**src/hdl/md5_pkg.sv**
```systemverilog
// Shared types, constants and round tables of the MD5 digest engine.
package md5_pkg;

  typedef struct packed {
    logic [31:0] data_word;
    logic [2:0]  byte_count;
    logic        last_word;
  } md5_in_t;

  typedef struct packed {
    logic [63:0] digest_low;
    logic [63:0] digest_high;
  } md5_out_t;

  typedef struct packed {
    logic [31:0] a;
    logic [31:0] b;
    logic [31:0] c;
    logic [31:0] d;
  } md5_words_t;

  typedef enum logic [2:0] {
    ST_IDLE,
    ST_PAD,
    ST_ROUND,
    ST_FINAL,
    ST_EMIT
  } md5_state_e;

  localparam md5_words_t MD5_IV = '{
    a: 32'h67452301,
    b: 32'hefcdab89,
    c: 32'h98badcfe,
    d: 32'h10325476
  };

  localparam logic [7:0] PAD_BYTE = 8'h80;

  // Message word used by a given round.
  function automatic logic [3:0] md5_msg_index(input logic [5:0] rnd);
    logic [3:0] idx;
    logic [3:0] res;
    idx = rnd[3:0];
    case (rnd[5:4])
      2'd0:    res = idx;
      2'd1:    res = 4'(idx * 4'd5 + 4'd1);
      2'd2:    res = 4'(idx * 4'd3 + 4'd5);
      default: res = 4'(idx * 4'd7);
    endcase
    return res;
  endfunction

  // Left-rotate amount of a round.
  function automatic logic [4:0] md5_shift(input logic [5:0] rnd);
    logic [4:0] res;
    case ({rnd[5:4], rnd[1:0]})
      4'd0:    res = 5'd7;
      4'd1:    res = 5'd12;
      4'd2:    res = 5'd17;
      4'd3:    res = 5'd22;
      4'd4:    res = 5'd5;
      4'd5:    res = 5'd9;
      4'd6:    res = 5'd14;
      4'd7:    res = 5'd20;
      4'd8:    res = 5'd4;
      4'd9:    res = 5'd11;
      4'd10:   res = 5'd16;
      4'd11:   res = 5'd23;
      4'd12:   res = 5'd6;
      4'd13:   res = 5'd10;
      4'd14:   res = 5'd15;
      default: res = 5'd21;
    endcase
    return res;
  endfunction

  // Additive round constant, floor(abs(sin(i + 1)) * 2^32).
  function automatic logic [31:0] md5_k(input logic [5:0] rnd);
    logic [31:0] res;
    case (rnd)
      6'd0:  res = 32'hd76aa478;  6'd1:  res = 32'he8c7b756;
      6'd2:  res = 32'h242070db;  6'd3:  res = 32'hc1bdceee;
      6'd4:  res = 32'hf57c0faf;  6'd5:  res = 32'h4787c62a;
      6'd6:  res = 32'ha8304613;  6'd7:  res = 32'hfd469501;
      6'd8:  res = 32'h698098d8;  6'd9:  res = 32'h8b44f7af;
      6'd10: res = 32'hffff5bb1;  6'd11: res = 32'h895cd7be;
      6'd12: res = 32'h6b901122;  6'd13: res = 32'hfd987193;
      6'd14: res = 32'ha679438e;  6'd15: res = 32'h49b40821;
      6'd16: res = 32'hf61e2562;  6'd17: res = 32'hc040b340;
      6'd18: res = 32'h265e5a51;  6'd19: res = 32'he9b6c7aa;
      6'd20: res = 32'hd62f105d;  6'd21: res = 32'h02441453;
      6'd22: res = 32'hd8a1e681;  6'd23: res = 32'he7d3fbc8;
      6'd24: res = 32'h21e1cde6;  6'd25: res = 32'hc33707d6;
      6'd26: res = 32'hf4d50d87;  6'd27: res = 32'h455a14ed;
      6'd28: res = 32'ha9e3e905;  6'd29: res = 32'hfcefa3f8;
      6'd30: res = 32'h676f02d9;  6'd31: res = 32'h8d2a4c8a;
      6'd32: res = 32'hfffa3942;  6'd33: res = 32'h8771f681;
      6'd34: res = 32'h6d9d6122;  6'd35: res = 32'hfde5380c;
      6'd36: res = 32'ha4beea44;  6'd37: res = 32'h4bdecfa9;
      6'd38: res = 32'hf6bb4b60;  6'd39: res = 32'hbebfbc70;
      6'd40: res = 32'h289b7ec6;  6'd41: res = 32'heaa127fa;
      6'd42: res = 32'hd4ef3085;  6'd43: res = 32'h04881d05;
      6'd44: res = 32'hd9d4d039;  6'd45: res = 32'he6db99e5;
      6'd46: res = 32'h1fa27cf8;  6'd47: res = 32'hc4ac5665;
      6'd48: res = 32'hf4292244;  6'd49: res = 32'h432aff97;
      6'd50: res = 32'hab9423a7;  6'd51: res = 32'hfc93a039;
      6'd52: res = 32'h655b59c3;  6'd53: res = 32'h8f0ccc92;
      6'd54: res = 32'hffeff47d;  6'd55: res = 32'h85845dd1;
      6'd56: res = 32'h6fa87e4f;  6'd57: res = 32'hfe2ce6e0;
      6'd58: res = 32'ha3014314;  6'd59: res = 32'h4e0811a1;
      6'd60: res = 32'hf7537e82;  6'd61: res = 32'hbd3af235;
      6'd62: res = 32'h2ad7d2bb;  default: res = 32'heb86d391;
    endcase
    return res;
  endfunction

endpackage

```
**src/hdl/md5_round.sv**
```systemverilog
// One MD5 round: the shared datapath stepped once per cycle by the sequencer.
module md5_round (
  input  md5_pkg::md5_words_t words_i,
  input  logic [31:0]         msg_i,
  input  logic [5:0]          rnd_i,
  output md5_pkg::md5_words_t words_o
);
  import md5_pkg::*;

  logic [31:0] f;
  logic [31:0] sum;
  logic [63:0] rot_wide;
  logic [31:0] rot;

  always_comb begin
    case (rnd_i[5:4])
      2'd0:    f = (words_i.b & words_i.c) | (~words_i.b & words_i.d);
      2'd1:    f = (words_i.d & words_i.b) | (~words_i.d & words_i.c);
      2'd2:    f = words_i.b ^ words_i.c ^ words_i.d;
      default: f = words_i.c ^ (words_i.b | ~words_i.d);
    endcase
  end

  assign sum      = words_i.a + f + md5_k(rnd_i) + msg_i;
  assign rot_wide = {sum, sum} << md5_shift(rnd_i);
  assign rot      = rot_wide[63:32];

  assign words_o.a = words_i.d;
  assign words_o.b = words_i.b + rot;
  assign words_o.c = words_i.b;
  assign words_o.d = words_i.c;

endmodule

```
**src/hdl/md5_message_digest_top.sv**
```systemverilog
// MD5 digest engine top level: word intake, padding sequencer and round loop.
//
// Usage: stream a message as 32-bit words on the input channel, first byte in
// bits 7:0. Every word but the last carries four bytes. The word with
// last_word set carries 0 to 4 bytes (counts above four act as four); an empty
// tail word with count zero is allowed, and alone it yields the empty digest.
// A transfer happens on a rising edge with valid high and stall low.
// Timing: the sixteenth word of a block starts the shared round unit, which
// does one round per cycle: 64 rounds, then one chaining update. After the
// last word the sequencer writes one padding or length word per cycle and
// runs one or two more blocks before the digest is loaded.
// in_stall_o is high in every state but idle: while padding, running rounds,
// updating the chain and loading the digest.
// The digest sits in an output register; the engine takes the next message
// while it waits, and holds before loading another digest until the slot is
// free. A stalled receiver thus only delays the following message's end.
// Reset: chaining words return to the initial values, the length count and
// word pointer clear, and no result is pending.
module md5_message_digest_top (
  input  logic              clk_i,
  input  logic              rst_ni,
  input  logic              in_valid_i,
  output logic              in_stall_o,
  input  md5_pkg::md5_in_t  in_data_i,
  output logic              out_valid_o,
  input  logic              out_stall_i,
  output md5_pkg::md5_out_t out_data_o
);
  import md5_pkg::*;

  md5_state_e  state_q, state_d;
  md5_words_t  chain_q, chain_d;
  md5_words_t  rw_q, rw_d;
  md5_words_t  rw_next;
  logic [63:0] bitlen_q, bitlen_d;
  logic [3:0]  pos_q, pos_d;
  logic [5:0]  rnd_q, rnd_d;
  logic        fin_q, fin_d;        // padding of the current message under way
  logic        pad80_q, pad80_d;    // pad byte still owed as a word of its own
  logic        len_done_q, len_done_d;  // low length word written to the block
  logic        out_valid_q, out_valid_d;
  md5_out_t    out_data_q, out_data_d;

  logic [31:0] buf_q [16];
  logic        push_en;
  logic [31:0] push_word;
  logic        in_xfer;
  logic [2:0]  n_eff;
  logic [31:0] tail_word;
  logic [31:0] msg_word;

  assign in_stall_o  = (state_q != ST_IDLE);
  assign in_xfer     = in_valid_i && !in_stall_o;
  assign out_valid_o = out_valid_q;
  assign out_data_o  = out_data_q;

  // Clamp the byte count and build the padded tail word.
  assign n_eff = (in_data_i.byte_count > 3'd4) ? 3'd4 : in_data_i.byte_count;

  always_comb begin
    case (n_eff)
      3'd0:    tail_word = {24'h0, PAD_BYTE};
      3'd1:    tail_word = {16'h0, PAD_BYTE, in_data_i.data_word[7:0]};
      3'd2:    tail_word = {8'h0, PAD_BYTE, in_data_i.data_word[15:0]};
      3'd3:    tail_word = {PAD_BYTE, in_data_i.data_word[23:0]};
      default: tail_word = in_data_i.data_word;
    endcase
  end

  assign msg_word = buf_q[md5_msg_index(rnd_q)];

  md5_round u_round (
    .words_i (rw_q),
    .msg_i   (msg_word),
    .rnd_i   (rnd_q),
    .words_o (rw_next)
  );

  always_comb begin
    state_d     = state_q;
    chain_d     = chain_q;
    rw_d        = rw_q;
    bitlen_d    = bitlen_q;
    rnd_d       = rnd_q;
    fin_d       = fin_q;
    pad80_d     = pad80_q;
    len_done_d  = len_done_q;
    out_valid_d = out_valid_q;
    out_data_d  = out_data_q;
    push_en     = 1'b0;
    push_word   = in_data_i.data_word;

    // Drop the result once the receiver takes it.
    if (out_valid_q && !out_stall_i) begin
      out_valid_d = 1'b0;
    end

    unique case (state_q)
      ST_IDLE: begin
        if (in_xfer) begin
          push_en = 1'b1;
          if (in_data_i.last_word) begin
            push_word = tail_word;
            bitlen_d  = bitlen_q + {58'h0, n_eff, 3'b000};
            fin_d     = 1'b1;
            pad80_d   = (n_eff == 3'd4);
          end else begin
            bitlen_d = bitlen_q + 64'd32;
          end
          if (pos_q == 4'd15) begin
            rw_d    = chain_q;
            state_d = ST_ROUND;
          end else if (in_data_i.last_word) begin
            state_d = ST_PAD;
          end
        end
      end
      ST_PAD: begin
        push_en = 1'b1;
        pad80_d = 1'b0;
        if (pad80_q) begin
          push_word = {24'h0, PAD_BYTE};
        end else if (pos_q == 4'd14) begin
          push_word  = bitlen_q[31:0];
          len_done_d = 1'b1;
        end else if (pos_q == 4'd15 && len_done_q) begin
          push_word = bitlen_q[63:32];
        end else begin
          push_word = '0;
        end
        if (pos_q == 4'd15) begin
          rw_d    = chain_q;
          state_d = ST_ROUND;
        end
      end
      ST_ROUND: begin
        rw_d  = rw_next;
        rnd_d = rnd_q + 6'd1;
        if (rnd_q == 6'd63) begin
          state_d = ST_FINAL;
        end
      end
      ST_FINAL: begin
        chain_d.a = chain_q.a + rw_q.a;
        chain_d.b = chain_q.b + rw_q.b;
        chain_d.c = chain_q.c + rw_q.c;
        chain_d.d = chain_q.d + rw_q.d;
        if (len_done_q) begin
          state_d = ST_EMIT;
        end else if (fin_q) begin
          state_d = ST_PAD;
        end else begin
          state_d = ST_IDLE;
        end
      end
      ST_EMIT: begin
        // Hold until the output slot is free, then load and restart.
        if (!out_valid_q || !out_stall_i) begin
          out_valid_d            = 1'b1;
          out_data_d.digest_low  = {chain_q.b, chain_q.a};
          out_data_d.digest_high = {chain_q.d, chain_q.c};
          chain_d                = MD5_IV;
          bitlen_d               = '0;
          fin_d                  = 1'b0;
          len_done_d             = 1'b0;
          state_d                = ST_IDLE;
        end
      end
      default: state_d = ST_IDLE;
    endcase
  end

  assign pos_d = push_en ? pos_q + 4'd1 : pos_q;

  always_ff @(posedge clk_i or negedge rst_ni) begin
    if (!rst_ni) begin
      state_q     <= ST_IDLE;
      chain_q     <= MD5_IV;
      rw_q        <= '0;
      bitlen_q    <= '0;
      pos_q       <= '0;
      rnd_q       <= '0;
      fin_q       <= 1'b0;
      pad80_q     <= 1'b0;
      len_done_q  <= 1'b0;
      out_valid_q <= 1'b0;
    end else begin
      state_q     <= state_d;
      chain_q     <= chain_d;
      rw_q        <= rw_d;
      bitlen_q    <= bitlen_d;
      pos_q       <= pos_d;
      rnd_q       <= rnd_d;
      fin_q       <= fin_d;
      pad80_q     <= pad80_d;
      len_done_q  <= len_done_d;
      out_valid_q <= out_valid_d;
    end
  end

  // Payload registers: no reset.
  always_ff @(posedge clk_i) begin
    out_data_q <= out_data_d;
    if (push_en) begin
      buf_q[pos_q] <= push_word;
    end
  end

  // The block is full whenever rounds run or the chain is updated.
  a_pos_zero_in_rounds : assert property (@(posedge clk_i) disable iff (!rst_ni)
    (state_q == ST_ROUND || state_q == ST_FINAL) |-> (pos_q == 4'd0))
    else $error("word pointer not at block start during compression");

  // The round counter only moves while rounds run.
  a_rnd_idle : assert property (@(posedge clk_i) disable iff (!rst_ni)
    (rnd_q != 6'd0) |-> (state_q == ST_ROUND))
    else $error("round counter nonzero outside round loop");

  // A digest load leaves a fresh message context behind.
  a_emit_restart : assert property (@(posedge clk_i) disable iff (!rst_ni)
    (state_q == ST_EMIT && state_d == ST_IDLE) |=>
      (bitlen_q == 64'd0 && pos_q == 4'd0 && !fin_q && out_valid_q))
    else $error("message context not restarted after digest");

endmodule

```
**config.mk**
```make
export PLATFORM = sky130hd
export DESIGN_NAME = md5_message_digest_top
export DESIGN_NICKNAME = d
export VERILOG_FILES = /design/src/hdl/md5_pkg.sv /design/src/hdl/md5_round.sv /design/src/hdl/md5_message_digest_top.sv
export SDC_FILE = /design/constraint.sdc
export NUM_CORES = 2
export LEC_CHECK = 0
export BUFFER_PORTS_ARGS = -buffer_cell sky130_fd_sc_hd__buf_2
export CAP_MARGIN = 25
export CORE_MARGIN = 2
export CORE_UTILIZATION = 50
export DETAILED_ROUTE_END_ITERATION = 8
export PLACE_DENSITY = 0.7
export SYNTH_ARGS = -nofsm -noshare
export SYNTH_HDL_FRONTEND = slang
export SYNTH_SLANG_ARGS = --single-unit
```
**constraint.sdc**
```tcl
create_clock -name clk_i -period 13.95 [get_ports clk_i]
set_clock_uncertainty 0.05 [all_clocks]
set_input_delay 0.6975 -clock clk_i [delete_from_list [all_inputs] [get_ports clk_i]]
set_output_delay 0.6975 -clock clk_i [all_outputs]
set_load 0.005 [all_outputs]
```
==> reports/results.md <==
| Step | Metric | Reported |
|---|---|---|
| run status | Outcome | finished clean |
| floorplanning | Ports | 170 |
| clock tree | Number of buffers added to fix hold violations after cts | 0 |
| yosys | Number of distinct library cell variants in the gate-level netlist after synthesis | 97 |
| layout | Growth of design area from synthesis to finish | 10.8% |
| layout | Register cell area after layout | 27700 µm² |
| yosys | Share of the yosys chip area belonging to registers | 0.484 |
| setup path | Type of destination of the critical path | flip-flop |
| setup path | Dominant cell type by count on the critical path | sky130_fd_sc_hd__a21oi_1 |
| timing | Actual slew at the worst max-slew pin | 1.19 ns |
| floorplanning | Initial core utilization | 0.506 |
| setup path | Critical Setup Path Class | flip-flop to flip-flop |
| layout | Count of filler cells inserted in the layout | 9687 |
| yosys | Post-synth top area share | 0.337 |
| setup path | CP required | 14.45 ns |
| flow run | MaxCap Viol Count | 0 |
| clock tree | Clock root buffer master | sky130_fd_sc_hd__clkbuf_16 |
| yosys | Synth area leader | sky130_fd_sc_hd__edfxtp_1 |
| timing | Setup TNS | 0 ns |
| placement | Number of buffer cells added on primary ports | 169 |
| timing | Setup-failing EPs final | 0 |
| timing | Setup repair after global routing missed its margin | false |
| clock tree | Clock-pin slew reported for the worst setup and hold paths after clock tree synthesis | 0.06 ns |
| clock tree | H-tree levels | 3 |
| detailed routing | Number of vias per cell after detailed routing | 6.24 |
| setup path | Critical Path Max Stage Delay | 0.78 ns |
| layout | Most common library cell in the layout ignoring fill and taps | sky130_fd_sc_hd__edfxtp_1 |
| detailed routing | DRC violations left | 0 |
| layout | Area of the multi-input gates | 27500 µm² |
| global route | Global-route wire length before repair | 267000 µm |
| yosys | Flip-flop cell with the highest count after synthesis | sky130_fd_sc_hd__edfxtp_1 |
| layout | Layout cells sized above 1 | 0.110 |
| setup path | Family with the most delay on the worst path | compound AO/OA/AOI/OAI gates |
| timing | Number of hold violations in the final report | 0 |
| detailed routing | Per-cell routed wire length | 24.2 µm |
| setup path | Slowest cell on the critical path | sky130_fd_sc_hd__ha_1 |
| global route | GRT Resource Usage Total | 0.300 |
| timing | Highest achievable clock rate | 0.0813 GHz |
| timing | Max-slew headroom | 0.209 |
| floorplanning | Die Span X | 342 µm |
| floorplanning | Die area | 117000 µm² |
| placement | HPWL Detailed | 123000 µm |
| setup path | Type of element launching the critical path | flip-flop |
| global route | Sum of overflow across all layers after global routing | 0 |
| yosys | Gate count of the mapped netlist | 5673 |
| global route | Vias in the first global route | 42800 |
| detailed routing | Final antenna-violating net count | 0 |
| floorplanning | Die height | 342 µm |
| detailed routing | DR iter-0 viols | 5143 |
| yosys | Top cells by area, synth | sky130_fd_sc_hd__edfxtp_1, sky130_fd_sc_hd__dfrtp_1, sky130_fd_sc_hd__ha_1, sky130_fd_sc_hd__a21oi_1, sky130_fd_sc_hd__nand2_1 |
| clock tree | Number of buffers created by CTS | 102 |
| setup path | Beginning of the critical path | rnd_q[0] |
| layout | Top library cells by usage in the layout, fill and taps aside | sky130_fd_sc_hd__edfxtp_1, sky130_fd_sc_hd__nand2_1, sky130_fd_sc_hd__a21oi_1 |
| timing | Final count of pins violating max slew | 0 |
| clock tree | CTS tree | built |
| setup path | Worst R2R Start | rnd_q[0] |
| yosys | Share of flip-flops with an asynchronous set or reset | 0.343 |
| timing | Post-Route Hold Slack | 0.0215 ns |
| yosys | Post-Synthesis Net Count | 6014 |
| min path | Worst min path class | input port to async pin |
| clock tree | Latest clock arrival within the worst-skew pair | 0.73 ns |
| detailed routing | Total routed wirelength | 177000 µm |
| layout | Ant. Diodes | 0 |
| setup path | Maximum fanout count along the critical path | 25 |
| clock tree | Largest buffer count on any clock path | 3 |
| global route | Initial antenna violation count | 2 |
| placement | Final weighted congestion in routability-driven placement | 1.01 |
| global route | Maximum number of pins on one net before global-route repair | 123 |
| clock tree | Count of buffers added by post-CTS timing repair for setup | 0 |
| yosys | Post-synthesis area per instance | 10.1 µm² |
| clock tree | Resized Gates After CTS | 0 |
| setup path | Arrival time at the worst endpoint | 12.80 ns |
| setup path | Number of buffer and inverter instances along the worst setup path | 4 |
| floorplanning | Core region area | 113000 µm² |
| clock tree | # clock sinks | 974 |
| yosys | Yosys warning count | 0 |
| yosys | Combined area of all synthesized cells | 57100 µm² |
| floorplanning | Number of placement rows | 123 |
| layout | Total number of nets in the final design | 6075 |
| timing | Final Cycle Share | 0.882 |
| yosys | Total of flip-flops plus latches after synthesis | 974 |
| yosys | Number of flops mapped to enable cells by yosys | 640 |
| detailed routing | First-pass iteration count of the detailed router | 9 |
| timing | Min cycle time layout | 12.30 ns |
| layout | Utilization after layout | 0.561 |
| detailed routing | Count of vias placed by the detailed router | 45700 |
## flip-flops by register name (all words and copies together) (netlist names)
| name | count |
|---|---|
| len_done_q | 1 |
| pad80_q | 1 |
| chain_q | 128 |
| out_data_o | 128 |
| state_q | 3 |
| out_valid_o | 1 |
| pos_q | 4 |
| buf_q | 512 |
| fin_q | 1 |
| bitlen_q | 61 |
| rw_q | 128 |
| rnd_q | 6 |
## stage by stage
stage	cells	setup slack (ns)	cell area, µm²
finish	7322	1.65	63300
global route	7322	0.652	63300
CTS	7321	1.85	63200
detailed placement	7129	1.98	59800
global placement	7127	2.13	59700
floorplan	5673	2.85	57100
## worst reg2reg max path: cells and delay by family, from the launching register on
| kind | cells | cell delay (ns) |
|---|---|---|
| compound gates | 24 | 5.95 |
| fa+ha+maj | 6 | 3.08 |
| buf+inv | 4 | 0.90 |
| mux | 3 | 0.71 |
| flops | 1 | 0.68 |
| simple gates | 4 | 0.61 |
| xor+xnor | 1 | 0.16 |
## layout make-up
class                           count  share of cell area
Clock buffer                      119              0.0417
Clock inverter                     73              0.0133
Inverter                          228              0.0136
Multi-Input combinational cell   4141               0.435
Sequential cell                   974               0.437
Tap cell                         1500              0.0297
Timing Repair Buffer              287              0.0291
## path summary, 6_finish.rpt
kind	endpoint	slack, ns	cells after the start
max	rw_q[92]	1.65	42
max reg2reg	rw_q[92]	1.65	42
min reg2reg	fin_q	0.47	2
min	chain_q[70]	0.02	1
max in group asynchronous	bitlen_q[30]	11.77	3
min in group clk_i	out_valid_o	0.24	3
## cell families after synthesis
| family | count (synthesis) | share of synthesized area |
|---|---|---|
| buffers and inverters | 558 | 0.0372 |
| DFF | 974 | 0.484 |
| AOI/OAI and AO/OA | 1695 | 0.188 |
| muxes | 244 | 0.0452 |
| adders and majority gates | 301 | 0.0754 |
| and+or+nand+nor | 1672 | 0.135 |
| xor gates and xnor gates | 229 | 0.0357 |
## synth_stat cells, drive strengths merged, types with 26 or more instances
master / number
a211oi: 202
a21o: 80
a21oi: 525
a222oi: 26
a31oi: 133
and2: 41
and3: 31
buf: 63
clkbuf: 267
dfrtp: 270
dfstp: 64
edfxtp: 640
fa: 72
ha: 229
inv: 227
mux2: 40
mux2i: 197
nand2: 602
nand2b: 41
nand3: 86
nand4: 30
nor2: 459
nor2b: 154
nor3: 88
nor3b: 32
o211ai: 46
o21a: 37
o21ai: 363
o221ai: 41
o22ai: 47
o31ai: 28
or3: 60
xnor2: 109
xor2: 119
## per-layer routing
layer,vias up,track usage,part of all wire
met3,380,0.0436,0.078
li1,21000,-,-
met1,22300,0.404,0.41
met2,1990,0.483,0.47
met4,0,0.133,0.047
met5,-,0,0
Power is not shown: default switching activity piles up to over one toggle a cycle in this logic, so the estimate is an artifact.
